[config.mk]
export PLATFORM = sky130hd
export DESIGN_NAME = ascii_ppm_stream_parser_core
export DESIGN_NICKNAME = d
export VERILOG_FILES = /design/src/hdl/ppmsp_pkg.sv /design/src/hdl/ppmsp_tok.sv /design/src/hdl/ppmsp_seq.sv /design/src/hdl/ppmsp_obuf.sv /design/src/hdl/ascii_ppm_stream_parser_core.sv
export SDC_FILE = /design/constraint.sdc
export NUM_CORES = 1
export LEC_CHECK = 0
export BUFFER_PORTS_ARGS = -buffer_cell sky130_fd_sc_hd__buf_2
export CELL_PAD_IN_SITES_DETAIL_PLACEMENT = 1
export CELL_PAD_IN_SITES_GLOBAL_PLACEMENT = 1
export CORE_MARGIN = 2
export CORE_UTILIZATION = 46
export CTS_BUF_LIST = sky130_fd_sc_hd__clkbuf_2 sky130_fd_sc_hd__clkbuf_4 sky130_fd_sc_hd__clkbuf_8
export DETAILED_ROUTE_END_ITERATION = 8
export PLACE_DENSITY_LB_ADDON = 0.2
export SYNTH_ARGS = -nofsm -noshare
export SYNTH_HDL_FRONTEND = slang
export SYNTH_SLANG_ARGS = --single-unit
[constraint.sdc]
create_clock -name clk -period 9.9 [get_ports clk]
set_input_delay 1.98 -clock clk [delete_from_list [all_inputs] [get_ports clk]]
set_output_delay 1.98 -clock clk [all_outputs]
set_load 0.05 [all_outputs]
[src/hdl/ppmsp_pkg.sv]
package ppmsp_pkg;

  localparam int VALUE_BITS_DEF = 16;

  localparam logic [7:0] CH_SPACE = 8'h20;
  localparam logic [7:0] CH_TAB   = 8'h09;
  localparam logic [7:0] CH_NL    = 8'h0A;
  localparam logic [7:0] CH_HASH  = 8'h23;
  localparam logic [7:0] CH_ZERO  = 8'h30;
  localparam logic [7:0] CH_NINE  = 8'h39;

  typedef struct packed {
    logic [7:0] data_byte;
    logic       start_req;
  } byte_item_t;

  typedef struct packed {
    logic        kind;
    logic [15:0] col;
    logic [15:0] row;
    logic [15:0] red;
    logic [15:0] green;
    logic [15:0] blue;
    logic        last;
    logic        bad_char;
  } result_item_t;

  localparam logic KIND_HEADER = 1'b0;
  localparam logic KIND_PIXEL  = 1'b1;

  typedef enum logic [2:0] {
    PH_MAGIC0,
    PH_MAGIC1,
    PH_WIDTH,
    PH_HEIGHT,
    PH_MAXCOL,
    PH_PIXELS,
    PH_DONE
  } phase_t;

  // sequencer to tokenizer
  typedef struct packed {
    logic step;
    logic clear;
    logic err_clr;
  } tok_ctl_t;

  // tokenizer to sequencer
  typedef struct packed {
    logic done;
    logic err;
  } tok_evt_t;

endpackage

[src/hdl/ppmsp_tok.sv]
module ppmsp_tok import ppmsp_pkg::*; #(
  parameter int VALUE_BITS = VALUE_BITS_DEF
) (
  input  logic                  clk,
  input  logic                  rst,
  input  tok_ctl_t              ctl,
  input  logic [7:0]            data_byte,
  output tok_evt_t              evt,
  output logic [VALUE_BITS-1:0] value
);

  localparam int PW = VALUE_BITS + 4;
  localparam logic [VALUE_BITS-1:0] VMAX = '1;

  logic                  in_token, in_token_next;
  logic                  in_comment, in_comment_next;
  logic [VALUE_BITS-1:0] accum, accum_next;
  logic                  error_seen, error_seen_next;

  logic          is_sep;
  logic          is_digit;
  logic [7:0]    dsub;
  logic [PW-1:0] acc_ext;
  logic [PW-1:0] prod;

  assign is_sep   = (data_byte == CH_SPACE) || (data_byte == CH_TAB) || (data_byte == CH_NL);
  assign is_digit = data_byte inside {[CH_ZERO:CH_NINE]};
  assign dsub     = data_byte - CH_ZERO;
  assign acc_ext  = {4'd0, accum};
  // accum * 10 + digit as two shifts and two adds
  assign prod     = (acc_ext << 3) + (acc_ext << 1) + {{(PW-4){1'b0}}, dsub[3:0]};

  always_comb begin
    in_token_next   = in_token;
    in_comment_next = in_comment;
    accum_next      = accum;
    error_seen_next = error_seen;
    evt.done        = 1'b0;
    evt.err         = error_seen;
    if (ctl.clear) begin
      in_token_next   = 1'b0;
      in_comment_next = 1'b0;
      accum_next      = '0;
      error_seen_next = 1'b0;
    end else if (ctl.step) begin
      if (in_comment) begin
        if (data_byte == CH_NL) begin
          in_comment_next = 1'b0;
        end
      end else if (is_sep) begin
        if (in_token) begin
          in_token_next = 1'b0;
          accum_next    = '0;
          evt.done      = 1'b1;
        end
      end else if (!in_token && data_byte == CH_HASH) begin
        in_comment_next = 1'b1;
      end else begin
        in_token_next = 1'b1;
        if (is_digit) begin
          if (prod > {4'd0, VMAX}) begin
            accum_next      = VMAX;
            error_seen_next = 1'b1;
          end else begin
            accum_next = prod[VALUE_BITS-1:0];
          end
        end else begin
          error_seen_next = 1'b1;
        end
      end
    end
    if (ctl.err_clr) begin
      error_seen_next = 1'b0;
    end
  end

  assign value   = accum;

  always_ff @(posedge clk) begin
    if (rst) begin
      in_token   <= 1'b0;
      in_comment <= 1'b0;
      accum      <= '0;
      error_seen <= 1'b0;
    end else begin
      in_token   <= in_token_next;
      in_comment <= in_comment_next;
      accum      <= accum_next;
      error_seen <= error_seen_next;
    end
  end

`ifndef NO_ASSERTIONS
  // a comment never starts inside a token
  assert property (@(posedge clk) disable iff (rst) !(in_token && in_comment))
    else $error("token and comment active together");
`endif

endmodule

[src/hdl/ppmsp_seq.sv]
module ppmsp_seq import ppmsp_pkg::*; #(
  parameter int VALUE_BITS = VALUE_BITS_DEF
) (
  input  logic                  clk,
  input  logic                  rst,
  input  logic                  accept,
  input  byte_item_t            item,
  input  tok_evt_t              evt,
  input  logic [VALUE_BITS-1:0] value,
  output tok_ctl_t              ctl,
  output logic                  push,
  output result_item_t          result
);

  function automatic logic [15:0] fit16(input logic [VALUE_BITS-1:0] v);
    logic [VALUE_BITS+15:0] w;
    w = {16'd0, v};
    return w[15:0];
  endfunction

  phase_t                phase, phase_next;
  logic [1:0]            component, component_next;
  logic [VALUE_BITS-1:0] held_red, held_red_next;
  logic [VALUE_BITS-1:0] held_green, held_green_next;
  logic [VALUE_BITS-1:0] image_width, image_width_next;
  logic [VALUE_BITS-1:0] image_height, image_height_next;
  logic [VALUE_BITS-1:0] cur_col, cur_col_next;
  logic [VALUE_BITS-1:0] cur_row, cur_row_next;

  logic              active;
  logic [VALUE_BITS:0] col_p1;
  logic [VALUE_BITS:0] row_p1;
  logic              col_end;
  logic              row_end;
  logic              empty_img;

  assign active    = phase inside {PH_WIDTH, PH_HEIGHT, PH_MAXCOL, PH_PIXELS};
  assign col_p1    = {1'b0, cur_col} + {{VALUE_BITS{1'b0}}, 1'b1};
  assign row_p1    = {1'b0, cur_row} + {{VALUE_BITS{1'b0}}, 1'b1};
  assign col_end   = col_p1 >= {1'b0, image_width};
  assign row_end   = row_p1 >= {1'b0, image_height};
  assign empty_img = (image_width == '0) || (image_height == '0);

  assign ctl.step    = accept && !item.start_req && active;
  assign ctl.clear   = accept && item.start_req;
  assign ctl.err_clr = push;

  always_comb begin
    phase_next        = phase;
    component_next    = component;
    held_red_next     = held_red;
    held_green_next   = held_green;
    image_width_next  = image_width;
    image_height_next = image_height;
    cur_col_next      = cur_col;
    cur_row_next      = cur_row;
    push              = 1'b0;
    result            = '0;
    result.bad_char   = evt.err;
    if (accept) begin
      if (item.start_req) begin
        phase_next        = PH_MAGIC1;
        component_next    = 2'd0;
        held_red_next     = '0;
        held_green_next   = '0;
        image_width_next  = '0;
        image_height_next = '0;
        cur_col_next      = '0;
        cur_row_next      = '0;
      end else begin
        case (phase)
          PH_MAGIC0: phase_next = PH_MAGIC1;
          PH_MAGIC1: phase_next = PH_WIDTH;
          PH_WIDTH: begin
            if (evt.done) begin
              image_width_next = value;
              phase_next       = PH_HEIGHT;
            end
          end
          PH_HEIGHT: begin
            if (evt.done) begin
              image_height_next = value;
              phase_next        = PH_MAXCOL;
            end
          end
          PH_MAXCOL: begin
            if (evt.done) begin
              push         = 1'b1;
              result.kind  = KIND_HEADER;
              result.col   = fit16(image_width);
              result.row   = fit16(image_height);
              result.red   = fit16(value);
              result.last  = empty_img;
              phase_next   = empty_img ? PH_DONE : PH_PIXELS;
            end
          end
          PH_PIXELS: begin
            if (evt.done) begin
              case (component)
                2'd0: begin
                  held_red_next  = value;
                  component_next = 2'd1;
                end
                2'd1: begin
                  held_green_next = value;
                  component_next  = 2'd2;
                end
                default: begin
                  component_next = 2'd0;
                  push           = 1'b1;
                  result.kind    = KIND_PIXEL;
                  result.col     = fit16(cur_col);
                  result.row     = fit16(cur_row);
                  result.red     = fit16(held_red);
                  result.green   = fit16(held_green);
                  result.blue    = fit16(value);
                  result.last    = col_end && row_end;
                  if (col_end && row_end) begin
                    phase_next = PH_DONE;
                  end else if (col_end) begin
                    cur_col_next = '0;
                    cur_row_next = row_p1[VALUE_BITS-1:0];
                  end else begin
                    cur_col_next = col_p1[VALUE_BITS-1:0];
                  end
                end
              endcase
            end
          end
          default: ;
        endcase
      end
    end
  end

  always_ff @(posedge clk) begin
    if (rst) begin
      phase        <= PH_MAGIC0;
      component    <= 2'd0;
      held_red     <= '0;
      held_green   <= '0;
      image_width  <= '0;
      image_height <= '0;
      cur_col      <= '0;
      cur_row      <= '0;
    end else begin
      phase        <= phase_next;
      component    <= component_next;
      held_red     <= held_red_next;
      held_green   <= held_green_next;
      image_width  <= image_width_next;
      image_height <= image_height_next;
      cur_col      <= cur_col_next;
      cur_row      <= cur_row_next;
    end
  end

`ifndef NO_ASSERTIONS
  assert property (@(posedge clk) disable iff (rst) component != 2'd3)
    else $error("component counter out of range");
  // a result marked last ends the image
  assert property (@(posedge clk) disable iff (rst) push && result.last |=> phase == PH_DONE)
    else $error("last result did not end parsing");
`endif

endmodule

[src/hdl/ppmsp_obuf.sv]
module ppmsp_obuf import ppmsp_pkg::*; (
  input  logic         clk,
  input  logic         rst,
  input  logic         push,
  input  result_item_t push_data,
  output logic         full,
  output logic         result_valid,
  input  logic         result_stall,
  output result_item_t result_item
);

  logic         head_valid;
  result_item_t head_data;
  logic         skid_valid;
  result_item_t skid_data;
  logic         pop;

  assign pop          = head_valid && !result_stall;
  assign full         = skid_valid;
  assign result_valid = head_valid;
  assign result_item  = head_data;

  always_ff @(posedge clk) begin
    if (rst) begin
      head_valid <= 1'b0;
      skid_valid <= 1'b0;
    end else begin
      if (pop) begin
        if (skid_valid) begin
          head_data  <= skid_data;
          skid_valid <= push;
          if (push) begin
            skid_data <= push_data;
          end
        end else begin
          head_valid <= push;
          if (push) begin
            head_data <= push_data;
          end
        end
      end else if (push) begin
        if (!head_valid) begin
          head_valid <= 1'b1;
          head_data  <= push_data;
        end else begin
          skid_valid <= 1'b1;
          skid_data  <= push_data;
        end
      end
    end
  end

`ifndef NO_ASSERTIONS
  assert property (@(posedge clk) disable iff (rst) skid_valid |-> head_valid)
    else $error("skid entry without head entry");
  assert property (@(posedge clk) disable iff (rst) push |-> !skid_valid)
    else $error("push into full buffer");
  assert property (@(posedge clk) disable iff (rst)
    pop && !skid_valid && !push |=> !head_valid)
    else $error("buffer not emptied after last transaction");
`endif

endmodule

[src/hdl/ascii_ppm_stream_parser_core.sv]
// a result is written into the output buffer when the separator byte that completes it is accepted
// throughput: one byte per cycle while byte_stall is low; tokenizer and sequencer update together on each accepted byte
// a two-entry output buffer keeps bytes flowing while a result waits
// byte_stall rises only when both buffer entries hold results
// synchronous reset clears all parse state (expects first magic byte) and empties the buffer
module ascii_ppm_stream_parser_core import ppmsp_pkg::*; #(
  parameter int VALUE_BITS = VALUE_BITS_DEF
) (
  input  logic         clk,
  input  logic         rst,
  input  logic         byte_valid,
  output logic         byte_stall,
  input  byte_item_t   byte_item,
  output logic         result_valid,
  input  logic         result_stall,
  output result_item_t result_item
);

  logic                  accept;
  tok_ctl_t              ctl;
  tok_evt_t              evt;
  logic [VALUE_BITS-1:0] value;
  logic                  push;
  result_item_t          push_data;
  logic                  full;

  assign byte_stall = full;
  assign accept     = byte_valid && !full;

  ppmsp_tok #(.VALUE_BITS(VALUE_BITS)) u_tok (
    .clk       (clk),
    .rst       (rst),
    .ctl       (ctl),
    .data_byte (byte_item.data_byte),
    .evt       (evt),
    .value     (value)
  );

  ppmsp_seq #(.VALUE_BITS(VALUE_BITS)) u_seq (
    .clk    (clk),
    .rst    (rst),
    .accept (accept),
    .item   (byte_item),
    .evt    (evt),
    .value  (value),
    .ctl    (ctl),
    .push   (push),
    .result (push_data)
  );

  ppmsp_obuf u_obuf (
    .clk          (clk),
    .rst          (rst),
    .push         (push),
    .push_data    (push_data),
    .full         (full),
    .result_valid (result_valid),
    .result_stall (result_stall),
    .result_item  (result_item)
  );

endmodule
==> results.yml <==
die:
  die_x_um: 177.5
  start_util_pct: 46.73
  io_pins: 98
  core_um2: 29640
  dieArea_um2: 31520
  die_h_um: 177.5
  rows: 63
power_and_ir_drop:
  p_leak_nw: 6.402
  power_density_nw_per_um2: 151.2
  ir_drop_mv: 0.07907
placement:
  dpl.hpwl_um: 25230
  port_buffers: 97
  placed_area_um2: 14640
  gp_congestion: 0.8639
  place_ws_ns: 4.040
sta:
  hold_violations: 0
  tns_ns: 0
  period_share_pct: 53.14
  rsz0062_at_grt: "false"
  layout_setup_ws_ns: 4.639
  max-slew-margin-rel_pct: 15.34
  layout_min_cycle_time_ns: 5.261
  skew_ns: 0.02116
  timing.fmax_mhz: 190.1
  tightest_slew_ns: 1.260
  setup_viol: 0
  holdWs_ns: 0.5134
  maxSlewViolCount: 0
global_routing:
  grt_pass1_vias: 10310
  antenna_found_initial: 0
  grt_overflow: 0
  track_usage_pct: 23.60
  grt_pass1_wl_um: 57930
  grt_max_degree: 86
yosys:
  syn-num-nets: 1272
  synthArstFlopShare_pct: 0
  yosysSeqAreaShare_pct: 53.62
  yosys_warnings: 0
  avgSynthCellArea_um2: 11.63
  synth_ff_type: "edfxtp_1"
  syn_area_um2: 13850
  synth_edf_count: 166
  synth_seq_cells: 288
  netlist_instances: 1191
  ys_types: 74
clock_network:
  post_cts_resized: 0
  clock_latency_ns: 0.56
  cts.sinks: 288
  numCtsBuffers: 48
  htreeDepth: 2
  hold_buffers: 0
  cts_tree: "done"
  clockRootBuffer: "clkbuf_8"
  cts_setup_buffers: 0
  clk_path_buf_depth: 3
  clk_pin_slew_ns: 0.06
setup_path:
  slowest_stage: "buf_4"
  rr_startpoint: "u_seq.cur_row[0]$_SDFFE_PP0P_"
  endpoint: "u_obuf.result_item[28]$_DFFE_PP_"
  crit_path_max_incr_delay_ns: 0.79
  crit_path_max_fanout: 75
  worstSetupStartpoint: "byte_item[0]"
  cp.required_ns: 10.06
  path_cells: "buf_2 > or3b_4 > nor4b_4 > o211ai_1 > nor4_4 > nor2_1 > a221oi_4 > buf_4"
  reg2reg_to: "u_seq.cur_row[0]$_SDFFE_PP0P_"
  critPathKind: "in -> reg"
  end_kind: "register"
  reg2reg_slack_ns: 4.65
  arrival_ns: 5.42
  reg2reg_depth: 14
  critPathLaunchType: "input port"
route:
  antenna_left: 0
  drt-pass1-iter-count: 5
  totalWireLength_um: 36800
  drc_errors: 0
  via_count: 10060
  via_per_inst: 5.874
  wl_per_cell_um: 21.48
  first_iter_violations: 719
finish:
  n_fill_cell: 3120
  n_antenna_cell: 0
  stdcell_area_um2: 15620
  area_delta_synth_final_pct: 12.78
  fin_util_pct: 52.71
  regArea_um2: 7427
  nNetsFinal: 1364
  multi_input_area_um2: 6001
  layout-drive-gt1-share_pct: 19.50
status:
  outcome: "complete, no violations"
run:
  maxCapViolCount: 0
min_path:
  min_path_type: "reg -> reg"
  worstHoldStart: "u_obuf.skid_data[3]$_DFFE_PP_"
-- cell families after synthesis --
group | count (synthesis) | synth area share [%]
xor+xnor | 38 | 2.403
mux | 83 | 6.459
flops | 288 | 53.62
simple gates | 306 | 11.71
fa+ha+maj | 68 | 6.251
compound gates | 300 | 16.21
buf+inv | 108 | 3.351
-- per-layer routing --
| layer | track usage (%) | part of all wire, % | wire length [um] |
|---|---|---|---|
| met5 | 0 | 0 | 0 |
| met4 | 6.079 | 1.8 | 660 |
| met1 | 32.40 | 46 | 16990 |
| met2 | 39.05 | 48 | 17550 |
| met3 | 3.599 | 4.3 | 1596 |
-- registers in the layout (all words and copies together), names as in the netlist, 2 cells and up --
| register | flops |
|---|---|
| u_seq.held_green | 16 |
| u_seq.cur_row | 16 |
| u_seq.image_height | 16 |
| u_tok.value | 16 |
| u_seq.phase | 3 |
| u_seq.component | 2 |
| u_seq.held_red | 16 |
| u_obuf.skid_data | 83 |
| u_seq.cur_col | 16 |
| u_seq.image_width | 16 |
| u_obuf.result_item | 83 |
-- synth_stat cells (all sizes together), types with 7 or more instances --
cell,number,share of area [%]
xnor2,23,1.5
edfxtp,166,36
mux2,51,4.1
nand2,37,1.0
a211oi,7,0.38
a2bb2oi,8,0.51
inv,41,1.1
o311ai,7,0.44
nor3,15,0.70
dfxtp,122,18
and2,35,1.6
nor2b,20,0.90
nand2b,7,0.32
nand4,12,0.54
mux2i,32,2.3
xor2,15,0.95
clkbuf,45,1.2
a31oi,11,0.50
a21o,39,2.1
ha,66,6.0
o21ai,22,0.79
and3,11,0.50
a21oi,48,1.7
nand3,30,1.1
o211ai,8,0.43
nor4,14,0.89
nor2,102,2.8
buf,22,1.0
a22o,64,4.0
a221o,15,1.1
a22oi,32,1.7
-- final cells by class --
cell class	count	share of cell area, %
clock buffers	75	5.647
clock inverters	15	0.6007
inverters	41	0.9852
multi-input cells	795	38.41
flip-flops and latches	288	47.55
well taps	390	3.124
repair buffers	109	3.684
-- worst min path at each step --
stage	end	slack, ns	cells past startpoint
after CTS	u_seq.held_green[8]$_SDFFE_PP0P_	0.52	2
after global routing	u_obuf.result_item[14]$_DFFE_PP_	0.53	1
after detailed placement	u_seq.held_green[8]$_SDFFE_PP0P_	0.50	2
after floorplan	u_obuf.skid_data[0]$_DFFE_PP_	0.43	0
final	u_obuf.result_item[3]$_DFFE_PP_	0.51	1
after global placement	u_seq.held_green[6]$_SDFFE_PP0P_	0.48	2
-- where the power goes --
| group | internal (mW) | switching [mW] |
|---|---|---|
| Clock | 0.592 | 0.473 |
| Sequential | 1.25 | 0.00147 |
| Combinational | 0.0113 | 0.0310 |
| Total | 1.86 | 0.506 |
-- cell usage in the layout, fill, tap and decap left out, types with 20 or more instances in the layout --
cell	Yosys	layout
a21o_1	39	39
a21oi_1	48	48
a22o_1	64	64
a22oi_1	32	32
and2_1	35	35
buf_2	14	97
clkbuf_4	0	24
clkbuf_8	0	51
dfxtp_1	122	122
edfxtp_1	166	166
ha_1	66	66
inv_1	41	41
mux2_2	51	51
mux2i_1	32	32
nand2_1	37	37
nand3_1	30	30
nor2_1	101	100
nor2b_1	20	20
o21ai_0	21	21
xnor2_1	23	23
-- metrics by stage --
step / power (mW) / std cells
6_report: 2.362 / 1713
2_1_floorplan: 1.308 / 1191
3_5_place_dp: 1.322 / 1623
3_3_place_gp: 1.321 / 1623
4_1_cts: 2.385 / 1713
5_1_grt: 2.445 / 1713
-- critical path, delay by kind of cell --
kind            cells  cell delay, ns
simple gates        4            1.35
buf+inv             2            1.04
compound gates      2            0.86
No activity file was read; power rests on OpenSTA's default activity.
